[config.mk]
export PLATFORM = sky130hd
export DESIGN_NAME = wcsv_scan
export DESIGN_NICKNAME = d
export VERILOG_FILES = /design/src/sv/windowed_class_score_vote_assert.svh /design/src/sv/wcsv_pkg.sv /design/src/sv/wcsv_scan.sv
export SDC_FILE = /design/constraint.sdc
export NUM_CORES = 1
export LEC_CHECK = 0
export ABC_CLOCK_PERIOD_IN_PS = 7000
export BUFFER_PORTS_ARGS = -buffer_cell sky130_fd_sc_hd__buf_2
export CORE_AREA = 4 4 108 110
export CTS_BUF_LIST = sky130_fd_sc_hd__clkbuf_8
export CTS_CLUSTER_SIZE = 40
export DETAILED_ROUTE_END_ITERATION = 6
export DIE_AREA = 0 0 112 114
export SYNTH_ARGS = -nofsm -noshare
export SYNTH_HDL_FRONTEND = slang
export SYNTH_SLANG_ARGS = --single-unit
[constraint.sdc]
create_clock -name clock -period 7 [get_ports clock]
set_clock_uncertainty 0.1 [all_clocks]
set_input_delay 1.05 -clock clock [delete_from_list [all_inputs] [get_ports clock]]
set_output_delay 1.05 -clock clock [all_outputs]
set_load 0.02 [all_outputs]
[src/sv/windowed_class_score_vote_assert.svh]
// Assertion macros used by the top RTL file of the windowed vote block.
`ifndef WINDOWED_CLASS_SCORE_VOTE_ASSERT_SVH
`define WINDOWED_CLASS_SCORE_VOTE_ASSERT_SVH
`ifndef SYNTHESIS
`define WCSV_ASSERT(lbl, clk, rst, prop) \
   lbl: assert property (@(posedge clk) disable iff (rst) prop) \
      else $error("windowed_class_score_vote: assertion failed");
`define WCSV_ASSERT_ALWAYS(lbl, clk, prop) \
   lbl: assert property (@(posedge clk) prop) \
      else $error("windowed_class_score_vote: assertion failed");
`else
`define WCSV_ASSERT(lbl, clk, rst, prop)
`define WCSV_ASSERT_ALWAYS(lbl, clk, prop)
`endif
`endif

[src/sv/wcsv_pkg.sv]
package wcsv_pkg;

   localparam int SCORE_W    = 16;
   localparam int SLOT_W     = 5;
   localparam int COUNT_W    = 7;
   localparam int WIN_CFG_W  = 7;
   localparam int NCLS_CFG_W = 6;
   localparam int PCT_W      = 7;
   localparam int CSR_ADDR_W = 4;
   localparam int CSR_DATA_W = 32;

   localparam logic CMD_SCORE = 1'b0;
   localparam logic CMD_CLEAR = 1'b1;

   localparam logic [1:0] REG_WINDOW_SIZE = 2'd0;
   localparam logic [1:0] REG_NUM_CLASSES = 2'd1;
   localparam logic [1:0] REG_MIN_VOTE    = 2'd2;

   localparam logic [WIN_CFG_W-1:0]  RST_WINDOW_SIZE = 7'd50;
   localparam logic [NCLS_CFG_W-1:0] RST_NUM_CLASSES = 6'd32;
   localparam logic [PCT_W-1:0]      RST_MIN_VOTE    = 7'd20;

   typedef struct packed {
      logic [WIN_CFG_W-1:0]  window_size;
      logic [NCLS_CFG_W-1:0] num_classes;
      logic [PCT_W-1:0]      min_vote_percent;
   } csr_regs_type;

   typedef struct packed {
      logic valid;
      logic first;
      logic last;
   } scan_ctl_type;

endpackage

[src/sv/wcsv_scan.sv]
module wcsv_scan import wcsv_pkg::*; #(
   parameter int CW    = 5,
   parameter int SUM_W = 23,
   parameter int VW    = 7
) (
   input  logic                      clock,
   input  scan_ctl_type              ctl,
   input  logic [CW-1:0]             cls,
   input  logic signed [SCORE_W-1:0] score,
   input  logic                      hit,
   output logic [CW-1:0]             best_cls,
   output logic [VW-1:0]             leader
);
   logic signed [SUM_W-1:0] acc_ff, acc_in, best_sum_ff;
   logic [VW-1:0]           votes_ff, votes_in, leader_ff;
   logic [CW-1:0]           best_cls_ff;

   // Two adders sum a class's scores and hits over the window; at the class's last row
   // the same cycle compares both sums against the running best.
   always_comb begin
      acc_in   = (ctl.first ? '0 : acc_ff) + SUM_W'(score);
      votes_in = (ctl.first ? '0 : votes_ff) + VW'(hit);
   end

   always_ff @(posedge clock) begin
      if (ctl.valid) begin
         acc_ff   <= acc_in;
         votes_ff <= votes_in;
         if (ctl.last) begin
            if (cls == '0 || acc_in > best_sum_ff) begin
               best_sum_ff <= acc_in;
               best_cls_ff <= cls;
            end
            if (cls == '0 || votes_in > leader_ff) begin
               leader_ff <= votes_in;
            end
         end
      end
   end

   assign best_cls = best_cls_ff;
   assign leader   = leader_ff;
endmodule

* Yosys cells after proc, flatten, opt, wreduce, memory -nomap -nowiden
Index checks and enable logic that the tools add are counted.
** Storage, ports and cells
- Flip-flop bits (word level) :: 65
- Input bits :: 26
- Output and inout bits :: 12
- Logic and storage cells :: 16
** Operators by class
- $add $sub $neg :: 2
- Order comparisons :: 2
- Multiplexer cells :: 2
- Reductions and logical operators :: 5
** Operator list (count)
- $add A23 B23 Y23 :: 1
- $gt A23 B23 Y1 :: 1
- $mux W23 :: 1
- $add A7 B1 Y7 :: 1
- $gt A7 B7 Y1 :: 1
- $mux W7 :: 1
- $reduce_and A3 Y1 :: 2
- $logic_not A5 Y1 :: 1
- $logic_or A1 B1 Y1 :: 2

* Depth between registers and ports, before layout
- Depth after elaboration :: 5
- Mapped depth :: 17

* Worst setup path before layout
No wires, ideal clock.
- Path kind :: input-to-reg
- From :: input ctl[1] in the netlist's numbering
- To :: register best_cls_ff[0] (netlist: best_cls[0]) (enable)
- Setup time :: 383 ps
- Arrival :: 4944 ps
- Required time :: 6517 ps
- Setup slack :: 1573 ps
- Stages on the path :: 17
- Buffers on the path :: 2
- Path through :: clkbuf_1 > clkbuf_1 > nor2b_1 > fa_1 > a211oi_2 > o21ai_2 > o211ai_2 > a21oi_2 > o211a_1 > a2111oi_2 > ha_1 > a21o_1 > a21o_1 > a21oi_1 > o311ai_2 > xnor2_1 > a21bo_1
** Between the ends
- Longest elaborated chain between the ends :: 5
** Ends and longest elaborated chain
- from (decl) :: line wcsv_scan.sv:7 : input scan_ctl_type ctl,
- $mux W23 :: line wcsv_scan.sv:21 : acc_in = (ctl.first ? '0 : acc_ff) + SUM_W'(score);
- $add A23 B23 Y23 :: line wcsv_scan.sv:21
- named net acc_in[20] :: line wcsv_scan.sv:14 : logic signed [SUM_W-1:0] acc_ff, acc_in, best_sum_ff;
- $gt A23 B23 Y1 :: line wcsv_scan.sv:30 : if (cls == '0 || acc_in > best_sum_ff) begin
- $logic_or A1 B1 Y1 :: line wcsv_scan.sv:30
- $reduce_and A3 Y1 (no line)
- to (signal assigned) :: line wcsv_scan.sv:32 : best_cls_ff <= cls;
- to (decl) :: line wcsv_scan.sv:16 : logic [CW-1:0] best_cls_ff;
The timed path passes the listed nets, and every way through them passes these cells.
A chain may end at the register's enable or synchronous reset.

* Worst setup path in the final report
- From :: input ctl[1] in the netlist's numbering
- To :: register best_cls_ff[4] (netlist: best_cls[4]) (enable)
Same word-level chain as after synthesis.

==> reports/qor.yml <==
tightest_slew_ns: 1.010
synth_area_um2: 4179
stdcell_area_um2: 4684
cp-end-kind: "flop"
place_ws_ns: 0.9787
period_needed_ns: 5.596
hold-path-cell-count: 2
grtUsageTotal_pct: 14.03
synth_ff_type: "edfxtp_1"
ant_nets: 0
instances_no_fill: 566
cp-start-kind: "input pin"
power_leakage_nw: 2.055
initial_core_util_pct: 39.06
post_dp_cell_area_um2: 4536
rr_endpoint: "best_cls[4]"
crit_path_max_fanout: 20
maxCapViolCount: 0
nFillCells: 1005
multi_input_area_um2: 2077
whs_endpoint: "votes_ff[0]"
drt-total-wl_um: 8431
vdd.ir_drop.worst_v: 0.0001020
setup_ws_ns: 1.404
port_buffers: 37
holdBufCountCts: 0
numCtsBuffers: 9
final_common_cell: "edfxtp_1"
drive_above_1_share_pct: 15.02
powerDensity_nw_per_um2: 263.4
register_area_um2: 1952
routed_via_density: 5.118
synth.avg_cell_area_um2: 11.08
die_height_um: 114
area_delta_synth_final_pct: 12.10
synth.ff_latch_count: 65
finalCritPeriodShare_pct: 79.94
reg2reg_from: "acc_ff[0]"
place_congestion: 0.8358
finalMaxSlewViolations: 0
die_area_um2: 12770
worstHoldStart: "votes_ff[0]"
firstDrtPassIters: 4
yosysWarningCount: 0
reg2reg_depth: 17
dr.first_iter.drc_count: 91
wl_per_cell_um: 14.90
numClockSinks: 65
rsz0062_at_grt: "false"
ff2ff_setup_slack_ns: 2.14
grt.overflow.total: 0
setup_violations: 0
setup_tns_ns: 0
cts.repair_timing.setup_buffer_count: 0
diodes: 0
syn_nets: 458
dpl.hpwl_um: 6325
grt_pass1_wl_um: 14290
fin_util_pct: 43.79
ctsResizeCount: 0
htreeDepth: 3
ys_types: 48
clock_path_buffers: 2
clockRootBuffer: "clkbuf_8"
grt_max_degree: 32
synthArstFlopShare_pct: 0
coreArea_um2: 10700
ys_seq_area_share_pct: 46.71
synth-edff-count: 65
antenna_found_initial: 0
die_x_um: 112
status: "finished clean"
hold_path_class: "flop to flop"
required_ns: 6.93
final_nets: 504
slew_headroom_pct: 31.92
clk_latency_ns: 0.34
final_cell_mix: "edfxtp_1 (65), ha_1 (54), buf_2 (37)"
rows: 38
fmax_mhz: 178.7
cp.arrival_ns: 5.53
first_global_vias: 2841
finalHoldViolCount: 0
io_pins: 38
vias: 2897
drc: 0
crit_type: "input pin to flop"
dp.cells: 552
path_clk_slew_ns: 0.07
synth_cells: 377
cts_tree: "done"
==> critical path, stage by stage <==
cell       delay (ns)
buf_2            0.36
buf_4            0.28
nor2b_1          0.10
fa_1             0.47
a211oi_2         0.24
o21ai_2          0.13
o211ai_2         0.25
a21oi_2          0.11
o211a_1          0.22
a2111oi_2        0.33
ha_1             0.21
nand4_1          0.14
nor4_1           0.35
o31ai_1          0.16
o311ai_2         0.12
xnor2_1          0.15
a21bo_1          0.51
buf_4            0.34
==> per-layer routing <==
metal  share of wire, %  global-route usage, %  vias to the layer above
li1                   -                      -                     1487
met3                2.5                  2.440                       14
met2                 45                  21.46                       50
met1                 51                  19.72                     1346
met4                2.0                  6.010                        0
met5                  0                      0                        -
==> worst max path at each step <==
| stage | end | cells after the start | slack, ns | startpoint |
|---|---|---|---|---|
| 2_1_floorplan | best_cls[0] | 17 | 1.57 | ctl[1] |
| 3_3_place_gp | best_cls[1] | 18 | 1.14 | ctl[1] |
| 3_5_place_dp | best_cls[4] | 18 | 0.98 | ctl[1] |
| 4_1_cts | best_cls[4] | 18 | 1.33 | ctl[1] |
| 5_1_grt | best_cls[4] | 18 | 1.0 | ctl[1] |
| 6_report | best_cls[4] | 18 | 1.40 | ctl[1] |
==> kinds of logic (layout without fill, tap and decap cells) <==
logic type | Yosys count | in the layout | synth area share (%)
xor gates and xnor gates | 24 | 24 | 5.030
adders and majority gates | 55 | 55 | 16.65
buffers and inverters | 39 | 88 | 3.593
DFF | 65 | 65 | 46.71
AOI/OAI and AO/OA | 95 | 95 | 15.54
and+or+nand+nor | 99 | 99 | 12.49
==> cells in the mapped netlist (all sizes together) (3+ instances only) <==
| cell | count | share of area (%) |
|---|---|---|
| inv | 35 | 3.1 |
| ha | 54 | 16 |
| nor2 | 12 | 1.1 |
| nand2 | 23 | 2.1 |
| clkbuf | 3 | 0.27 |
| and3 | 3 | 0.45 |
| nor3 | 4 | 0.48 |
| o211ai | 4 | 0.84 |
| nand3 | 10 | 1.2 |
| nor2b | 26 | 3.9 |
| a21oi | 35 | 4.6 |
| a21boi | 4 | 0.99 |
| xnor2 | 13 | 2.7 |
| edfxtp | 65 | 47 |
| a211oi | 4 | 0.84 |
| xor2 | 11 | 2.3 |
| o21a | 3 | 0.54 |
| o21ai | 19 | 2.4 |
| a21o | 13 | 2.4 |
| nand2b | 3 | 0.45 |
| nand4 | 9 | 1.3 |
==> through the flow <==
step / hold slack, ns / total power [mW]
after CTS: 0.6320 / 1.247
after floorplan: 0.5378 / 0.8708
after detailed placement: 0.6142 / 0.9847
after global routing: 0.6652 / 1.334
final: 0.6206 / 1.234
after global placement: 0.6068 / 0.9757
==> power by group <==
part / total, mW / switching [mW] / internal, mW / leakage (nW)
registers: 0.540 / 0.0141 / 0.526 / 0.619
clock network: 0.260 / 0.140 / 0.121 / 0.0758
logic: 0.433 / 0.262 / 0.171 / 1.36
==> flip-flops by register name, indices dropped and copies added (netlist names) <==
signal       flops
acc_ff          23
best_sum_ff     23
leader           7
votes_ff         7
best_cls         5
==> cell type report <==
cell class,count,area share (%)
clock inverter,5,0.5342
clock buffer,9,2.644
timing repair buffer,39,4.274
tap,140,3.739
inverter,35,2.804
multi-input combinational,273,44.34
sequential,65,41.67
Power figures use the tool's default switching activity.
