[src/sv/windowed_class_score_vote_assert.svh]
// Assertion macros used by the top RTL file of the windowed vote block.
`ifndef WINDOWED_CLASS_SCORE_VOTE_ASSERT_SVH
`define WINDOWED_CLASS_SCORE_VOTE_ASSERT_SVH
`ifndef SYNTHESIS
`define WCSV_ASSERT(lbl, clk, rst, prop) \
   lbl: assert property (@(posedge clk) disable iff (rst) prop) \
      else $error("windowed_class_score_vote: assertion failed");
`define WCSV_ASSERT_ALWAYS(lbl, clk, prop) \
   lbl: assert property (@(posedge clk) prop) \
      else $error("windowed_class_score_vote: assertion failed");
`else
`define WCSV_ASSERT(lbl, clk, rst, prop)
`define WCSV_ASSERT_ALWAYS(lbl, clk, prop)
`endif
`endif

[src/sv/wcsv_pkg.sv]
package wcsv_pkg;

   localparam int SCORE_W    = 16;
   localparam int SLOT_W     = 5;
   localparam int COUNT_W    = 7;
   localparam int WIN_CFG_W  = 7;
   localparam int NCLS_CFG_W = 6;
   localparam int PCT_W      = 7;
   localparam int CSR_ADDR_W = 4;
   localparam int CSR_DATA_W = 32;

   localparam logic CMD_SCORE = 1'b0;
   localparam logic CMD_CLEAR = 1'b1;

   localparam logic [1:0] REG_WINDOW_SIZE = 2'd0;
   localparam logic [1:0] REG_NUM_CLASSES = 2'd1;
   localparam logic [1:0] REG_MIN_VOTE    = 2'd2;

   localparam logic [WIN_CFG_W-1:0]  RST_WINDOW_SIZE = 7'd50;
   localparam logic [NCLS_CFG_W-1:0] RST_NUM_CLASSES = 6'd32;
   localparam logic [PCT_W-1:0]      RST_MIN_VOTE    = 7'd20;

   typedef struct packed {
      logic [WIN_CFG_W-1:0]  window_size;
      logic [NCLS_CFG_W-1:0] num_classes;
      logic [PCT_W-1:0]      min_vote_percent;
   } csr_regs_type;

   typedef struct packed {
      logic valid;
      logic first;
      logic last;
   } scan_ctl_type;

endpackage

[src/sv/wcsv_csr.sv]
module wcsv_csr import wcsv_pkg::*; (
   input  logic                  clock,
   input  logic                  reset,
   input  logic                  psel,
   input  logic                  penable,
   input  logic                  pwrite,
   input  logic [CSR_ADDR_W-1:0] paddr,
   input  logic [CSR_DATA_W-1:0] pwdata,
   output logic [CSR_DATA_W-1:0] prdata,
   output logic                  pready,
   output csr_regs_type          regs
);
   csr_regs_type regs_ff, regs_in;

   always_comb begin
      regs_in = regs_ff;
      if (psel && penable && pwrite) begin
         unique case (paddr[3:2])
            REG_WINDOW_SIZE: regs_in.window_size = pwdata[WIN_CFG_W-1:0];
            REG_NUM_CLASSES: regs_in.num_classes = pwdata[NCLS_CFG_W-1:0];
            REG_MIN_VOTE:    regs_in.min_vote_percent = pwdata[PCT_W-1:0];
            default: ;
         endcase
      end
   end

   always_comb begin
      unique case (paddr[3:2])
         REG_WINDOW_SIZE: prdata = CSR_DATA_W'(regs_ff.window_size);
         REG_NUM_CLASSES: prdata = CSR_DATA_W'(regs_ff.num_classes);
         REG_MIN_VOTE:    prdata = CSR_DATA_W'(regs_ff.min_vote_percent);
         default:         prdata = '0;
      endcase
   end

   always_ff @(posedge clock) begin
      if (reset) begin
         regs_ff.window_size      <= RST_WINDOW_SIZE;
         regs_ff.num_classes      <= RST_NUM_CLASSES;
         regs_ff.min_vote_percent <= RST_MIN_VOTE;
      end else begin
         regs_ff <= regs_in;
      end
   end

   assign pready = 1'b1;
   assign regs   = regs_ff;
endmodule

[config.mk]
export PLATFORM = sky130hd
export DESIGN_NAME = wcsv_csr
export DESIGN_NICKNAME = d
export VERILOG_FILES = /design/src/sv/windowed_class_score_vote_assert.svh /design/src/sv/wcsv_pkg.sv /design/src/sv/wcsv_csr.sv
export SDC_FILE = /design/constraint.sdc
export NUM_CORES = 1
export LEC_CHECK = 0
export BUFFER_PORTS_ARGS = -buffer_cell sky130_fd_sc_hd__buf_2
export CORE_ASPECT_RATIO = 1.5
export CORE_MARGIN = 10
export CORE_UTILIZATION = 42
export CTS_CLUSTER_SIZE = 14
export DETAILED_ROUTE_END_ITERATION = 6
export PLACE_DENSITY = 0.9
export SYNTH_ARGS = -nofsm -noshare
export SYNTH_HDL_FRONTEND = slang
export SYNTH_SLANG_ARGS = --single-unit
[constraint.sdc]
create_clock -name clock -period 2.8 [get_ports clock]
set_clock_uncertainty 0.2 [all_clocks]
set_input_delay 0.14 -clock clock [delete_from_list [all_inputs] [get_ports clock]]
set_output_delay 0.14 -clock clock [all_outputs]
set_load 0.01 [all_outputs]
* Word level (Yosys, flattened, before mapping) *
Index checks and enable logic that the tools add are counted.

operators by class
  muxes and demuxes = 1
  reduce and logical (&&, ||, !) cells = 6
  equality and inequality tests = 2

operators by type and width
  kind                  count
  $pmux W7 S3           1
  $reduce_and A2 Y1     3
  $eq A2 B1 Y1 const B  1
  $eq A2 B2 Y1 const B  1
  $logic_and A1 B1 Y1   2
  $logic_not A2 Y1      1

word-level totals
  bits in registers = 20
  logic and storage cells = 12
  bits of input ports = 41

* Depth between registers and ports, before layout *
Gate-level depths: netlist of the first run.

  depth in word-level cells = 3
  depth in mapped cells = 4
  mapped depth without buffers = 3

* Least setup slack after synthesis of the first run *
No wires, ideal clock.

  path kind = in2reg
  start = input pwrite
  end = register regs_ff (netlist bit regs[10])
  arrival time = 0.881 ns
  required time = 2.477 ns
  cell stages on the path = 4
  path slack = 1.595 ns
  library setup time = 0.123 ns
  cells stage by stage = nand3_2 or3b_1 clkbuf_1 mux2i_1

between the ends
  longest elaborated chain between the ends = 2

RTL lines
  element                             line            RTL
  from (decl)                         wcsv_csr.sv:6   input logic pwrite,
  $logic_and A1 B1 Y1                 wcsv_csr.sv:17  if (psel && penable && pwrite) begin
  $reduce_and A2 Y1 (no source line)  -
  to (signal assigned)                wcsv_csr.sv:42  regs_ff <= regs_in;
  to (decl)                           wcsv_csr.sv:13  csr_regs_type regs_ff, regs_in;

No other way between the ends.
A chain may end at the register's enable or synchronous reset.

* Final worst setup path of the first run *
  start = input paddr[2]
  end = output prdata[2]

between the ends
  longest elaborated chain between the ends = 2
  elaborated cells on any way between the ends = 4
  those cells by class = 2 x eq/ne; 1 x mux; 1 x reduce/logical

RTL lines
  element                               line            RTL
  from (decl)                           wcsv_csr.sv:7   input logic [CSR_ADDR_W-1:0] paddr,
  $eq A2 B2 Y1 (tied with other cells)  wcsv_csr.sv:28  unique case (paddr[3:2])
  $pmux W7 S3 *                         wcsv_csr.sv:28
  to (decl)                             wcsv_csr.sv:9   output logic [CSR_DATA_W-1:0] prdata,

Every way passes the cells marked *; elsewhere a longest branch is shown, timed or not.

==> impl_metrics.env, run 1 <==
export IMPL_tritoncts="built"
export IMPL_reg2reg_depth=2
export IMPL_hold_class="input pin to register"
export IMPL_cts_inserted_buffers=3
export IMPL_antenna_found_initial=0
export IMPL_finalHoldViolations=0
export IMPL_fin_util_pct=51.9
export IMPL_synthTopCellsByArea="dfxtp_1, mux2i_1, buf_4, nand2b_1, nor2_1"
export IMPL_drv_cap=0
export IMPL_cts_sinks=20
export IMPL_tns_ps=0
export IMPL_synth_cell_types=17
export IMPL_grt_max_degree=32
export IMPL_dieArea_sq_mm=0.00544
export IMPL_pwr_density_cell_mw_per_mm2=395
export IMPL_post_route_period_util_pct=51.1
export IMPL_drv_slew=0
export IMPL_cts_root_buffer="clkbuf_8"
export IMPL_power_leakage_nw=0.695
export IMPL_fp_row_count=23
export IMPL_highest_layer="met4"
export IMPL_die_x_um=63.7
export IMPL_multi_input_area_sq_um=667
export IMPL_met2_length_um=1570
export IMPL_start_util_pct=44.4
export IMPL_whs_ps=10.0
export IMPL_ant_nets=0
export IMPL_layout_common_cells="buf_2, mux2i_1, conb_1"
export IMPL_synthCells=134
export IMPL_fmax_mhz=698
export IMPL_met1_length_um=1110
export IMPL_endpoint_kind="output pin"
export IMPL_crit_path_end="prdata[2]"
export IMPL_grt_pass1_wl_um=4690
export IMPL_ioPinCount=94
export IMPL_grt_ovfl_total=0
export IMPL_dr_total_vias=939
export IMPL_num_nets_final=216
export IMPL_core_sq_mm=0.00271
export IMPL_layout_commonest_cell="buf_2"
export IMPL_clk_latency_ps=250
export IMPL_antenna_cells=0
export IMPL_cp_startpoint="paddr[2]"
export IMPL_synth_top_area_share_pct=33.3
export IMPL_routed_wl_um=2920
export IMPL_ys_ff_latch=20
export IMPL_cts_path_max_buffers=2
export IMPL_cts_hold_buf=5
export IMPL_grt_usage_pct=10.4
export IMPL_htreeDepth=1
export IMPL_critPathMaxFanout=13
export IMPL_drc=0
export IMPL_io_buffer_count=40
export IMPL_via_per_inst=4.47
export IMPL_wl_per_cell_um=13.9
export IMPL_dpl_cell_count=202
export IMPL_period_minus_slack_ps=1430
export IMPL_rsz0062_at_grt="false"
export IMPL_ir_worst_vdd_v=0.000295
export IMPL_first_pass_iters=4
export IMPL_synth_top_area_cell="dfxtp_1"
export IMPL_wl_met3_um=221
export IMPL_globalplace_congestion=0.696
export IMPL_grt_pass1_vias=1012
export IMPL_drive_above_1_share_pct=27.2
export IMPL_cp_start_kind="input pin"
export IMPL_rr_startpoint="regs[5]"
export IMPL_first_iter_violations=9
export IMPL_area_growth_pct=17.0
export IMPL_cts_setup_buffers=0
export IMPL_clk_pin_slew_ps=70
export IMPL_critPathRequiredTime_ps=2460
export IMPL_syn_avg_cell_area_sq_um=8.96
export IMPL_r2r_setup_slack_ps=1950
export IMPL_ctsResizeCount=0
export IMPL_register_area_sq_um=400
export IMPL_ys_warn_count=0
export IMPL_yosysSeqAreaShare_pct=33.3
export IMPL_setup_violations=0
export IMPL_crit_type="input pin to output pin"
export IMPL_dp_hpwl_um=2350
export IMPL_outcome="finished, final reports clean"
export IMPL_synthesis_area_sq_mm=0.00120
export IMPL_total_power_w=0.000555
export IMPL_largest_reg_flops=20
export IMPL_cp_arrival_ps=1090
export IMPL_rr_endpoint="regs[5]"
export IMPL_die_y_um=85.5
export IMPL_filler_cell_count=274
export IMPL_final_cells=210
-- Yosys cell counts, drive strengths merged --
library cell / n
nor3b: 2
nand3: 1
or3: 1
nor2: 11
conb: 2
clkbuf: 5
nand2b: 21
o21ai: 6
or3b: 1
and2b: 1
nor3: 1
buf: 28
nand2: 6
nand4: 1
dfxtp: 20
mux2i: 27
-- final cells by class --
class	instances	area share [%]
Multi-Input combinational cell	105	47.5
Clock buffer	3	2.94
Tap cell	37	3.29
Sequential cell	20	28.5
Timing Repair Buffer	45	17.8
-- how the worst min path moves through the flow --
stage / startpoint / endpoint / slack [ps] / depth (start not counted)
floorplan: pwdata[4] / regs[11] / 100 / 2
global placement: pwdata[2] / regs[2] / 210 / 3
detailed placement: pwdata[4] / regs[11] / 220 / 3
CTS: pwdata[3] / regs[10] / 10 / 3
global route: pwdata[3] / regs[16] / 30 / 3
finish: pwdata[3] / regs[10] / 10 / 3
-- layer usage --
| metal | up-vias | track usage [%] |
|---|---|---|
| met1 | 438 | 10.2 |
| met2 | 37 | 19.5 |
| met3 | 2 | 3.65 |
| met5 | - | 0 |
| li1 | 462 | - |
| met4 | 0 | 3.59 |
-- report_power, final --
part,total (W),leakage [nW],internal (W),switching [W]
registers,0.000291,0.162,0.000288,0.00000263
clock network,0.000179,0.0216,0.0000954,0.0000840
logic,0.0000850,0.512,0.0000324,0.0000526
total,0.000555,0.695,0.000416,0.000139
-- critical path, cell delays in order --
cell,delay (ps)
buf_2,280
and2b_1,320
nand2_1,110
o21ai_0,80
buf_2,150
-- kinds of logic (layout without fill, tap and decap cells) --
logic type / Yosys count / count (layout) / share of synthesized area [%]
AOI/OAI and AO/OA: 6 / 6 / 2.50
buffers and inverters: 33 / 48 / 18.6
DFF: 20 / 20 / 33.3
muxes: 27 / 27 / 22.5
other: 2 / 26 / 0.625
and+or+nand+nor: 46 / 46 / 22.4
-- through the flow --
stage | cell area (sq um) | setup WS [ps]
2_1_floorplan | 1290 | 1600
4_1_cts | 1410 | 1330
5_1_grt | 1410 | 1280
3_5_place_dp | 1310 | 1250
6_report | 1410 | 1370
3_3_place_gp | 1310 | 1250
Note: power is estimated with default switching activity, not from simulation.
==> inputs of run 2 (changes only) <==
--- a/config.mk
+++ b/config.mk
@@ -8,10 +8,10 @@
 export BUFFER_PORTS_ARGS = -buffer_cell sky130_fd_sc_hd__buf_2
 export CORE_ASPECT_RATIO = 1.5
 export CORE_MARGIN = 10
-export CORE_UTILIZATION = 42
+export CORE_UTILIZATION = 35
 export CTS_CLUSTER_SIZE = 14
 export DETAILED_ROUTE_END_ITERATION = 6
-export PLACE_DENSITY = 0.9
+export PLACE_DENSITY = 0.8
 export SYNTH_ARGS = -nofsm -noshare
 export SYNTH_HDL_FRONTEND = slang
 export SYNTH_SLANG_ARGS = --single-unit
==> constraint.sdc (replaced) <==
create_clock -name clock -period 1.3 [get_ports clock]
set_clock_uncertainty 0.2 [all_clocks]
set_input_delay 0.065 -clock clock [delete_from_list [all_inputs] [get_ports clock]]
set_output_delay 0.065 -clock clock [all_outputs]
set_load 0.01 [all_outputs]
==> run 2 against run 1 <==
  * Utilization fell by 6.3 points
  * Critical path depth decreased by 2
  * Critical endpoint unchanged
  * Highest routed layer unchanged
  * Design area grew 8.9%
  * Register-to-register slack worse by 1500 ps
  * Flip-flop and latch count unchanged
  * Via count rose by 2.1%
  * Sequential power grew 120%
  * Count of clock-buffer cells in the layout unchanged
  * Critical path type is now register to output pin
  * Worst setup slack worse by 1300 ps
  * Non-clock buffer count up 10
==> impl_metrics.env, run 2 (synthesis results as in run 1) <==
export IMPL_outcome="finished, final reports clean"
export IMPL_start_util_pct=35.8
export IMPL_ir_worst_vdd_v=0.000730
export IMPL_fp_row_count=26
export IMPL_first_pass_iters=2
export IMPL_die_x_um=67.8
export IMPL_dr_total_vias=959
export IMPL_crit_family="flip-flops"
export IMPL_drive_above_1_share_pct=34.2
export IMPL_pwr_density_cell_mw_per_mm2=957
export IMPL_die_y_um=91.8
export IMPL_tns_ps=0
export IMPL_antenna_cells=0
export IMPL_globalplace_congestion=0.746
export IMPL_drv_cap=0
export IMPL_ant_nets=0
export IMPL_tritoncts="built"
export IMPL_endpoint_kind="output pin"
export IMPL_grt_max_degree=32
export IMPL_critical_path_buf_inv_count=1
export IMPL_wl_per_cell_um=13.8
export IMPL_routed_wl_um=3130
export IMPL_drc=0
export IMPL_setup_violations=0
export IMPL_layout_common_cells="buf_2, mux2i_1, conb_1"
export IMPL_cts_inserted_buffers=3
export IMPL_clk_pin_slew_ps=80
export IMPL_cp_arrival_ps=990
export IMPL_grt_ovfl_total=0
export IMPL_max_stage_delay_ps=360
export IMPL_cts_root_buffer="clkbuf_8"
export IMPL_grt_pass1_wl_um=4690
export IMPL_antenna_found_initial=0
export IMPL_drv_slew=0
export IMPL_cts_path_max_buffers=2
export IMPL_critPathMaxFanout=3
export IMPL_r2r_setup_slack_ps=450
export IMPL_power_leakage_nw=0.760
export IMPL_io_buffer_count=40
export IMPL_crit_type="register to output pin"
export IMPL_critPathRequiredTime_ps=1030
export IMPL_ioPinCount=94
export IMPL_post_route_period_util_pct=96.8
export IMPL_filler_cell_count=349
export IMPL_total_power_w=0.00146
export IMPL_num_nets_final=226
export IMPL_clk_latency_ps=260
export IMPL_cp_start_kind="register"
export IMPL_hold_class="input pin to register"
export IMPL_dieArea_sq_mm=0.00622
export IMPL_via_per_inst=4.24
export IMPL_cts_sinks=20
export IMPL_rsz0062_at_grt="false"
export IMPL_area_growth_pct=27.4
export IMPL_core_sq_mm=0.00335
export IMPL_largest_reg_flops=20
export IMPL_first_iter_violations=11
export IMPL_finalHoldViolations=0
export IMPL_htreeDepth=1
export IMPL_crit_slowest_cell="dfxtp_1"
export IMPL_grt_pass1_vias=1023
export IMPL_period_minus_slack_ps=1260
export IMPL_timing_critical_path_cells="mux2i_1 -> o21ai_0 -> buf_2"
export IMPL_layout_commonest_cell="buf_2"
export IMPL_fmax_mhz=794
export IMPL_grt_usage_pct=9.44
export IMPL_dp_hpwl_um=2500
[run 2: changes by cell type in the layout (fill, tap and decap cells not counted), sizes merged]
cell	previous run	this run
buf	40	48
dlygate4sd3	5	7
bufinv	0	1
[run 2: cell type report]
cell class              instances  area [sq um]  share of cell area (%)
multi-input cells             105           667                    43.6
flip-flops and latches         20           409                    26.7
repair buffers                 55           330                    21.6
well taps                      42          52.6                    3.43
clock buffers                   3          41.3                    2.70
clock inverters                 1          30.0                    1.96
[run 2: per-stage QoR]
step	utilization, %	setup WS (ps)	hold slack, ps	cells	area (sq um)
detailed placement	41.2	13.9	148	215	1380
finish	45.7	41.1	12.2	226	1530
CTS	45.4	16.2	20.3	226	1520
floorplan	-	170	20.3	158	1290
global placement	41.2	39.5	138	215	1380
global route	45.7	1.41	30.7	226	1530
[run 2: power breakdown]
part / internal [W] / switching [W]
sequential: 0.000621 / 0.00000577
clock: 0.000411 / 0.000223
combinational: 0.0000855 / 0.000118
[run 2: path summary, 6_finish.rpt]
| kind | start | cells after the start | endpoint |
|---|---|---|---|
| max | regs[15] | 3 | prdata[2] |
| min | penable | 3 | regs[0] |
| max reg2reg | regs[17] | 2 | regs[17] |
| min reg2reg | regs[16] | 2 | regs[16] |
[run 2: routing by layer]
layer | GRT usage, % | up-vias | part of all wire [%]
li1 | - | 486 | -
met4 | 3.03 | 0 | 1.1
met5 | 0 | - | 0
met1 | 9.54 | 426 | 37
met2 | 17.1 | 43 | 50
met3 | 3.41 | 4 | 12
[run 2: what timing repair did]
action                                  4_1_cts  5_1_grt
endpoints found under the setup margin        3        5
setup buffers                                 0        0
endpoints found under the hold margin        20        0
hold buffers                                  7        0
resized for setup                             3        8
[run 2: worst min-delay path: cells and delay by family]
kind | cells | cell delay [ps]
and+or+nand+nor | 1 | 170
muxes | 1 | 90
buffers and inverters | 1 | 110
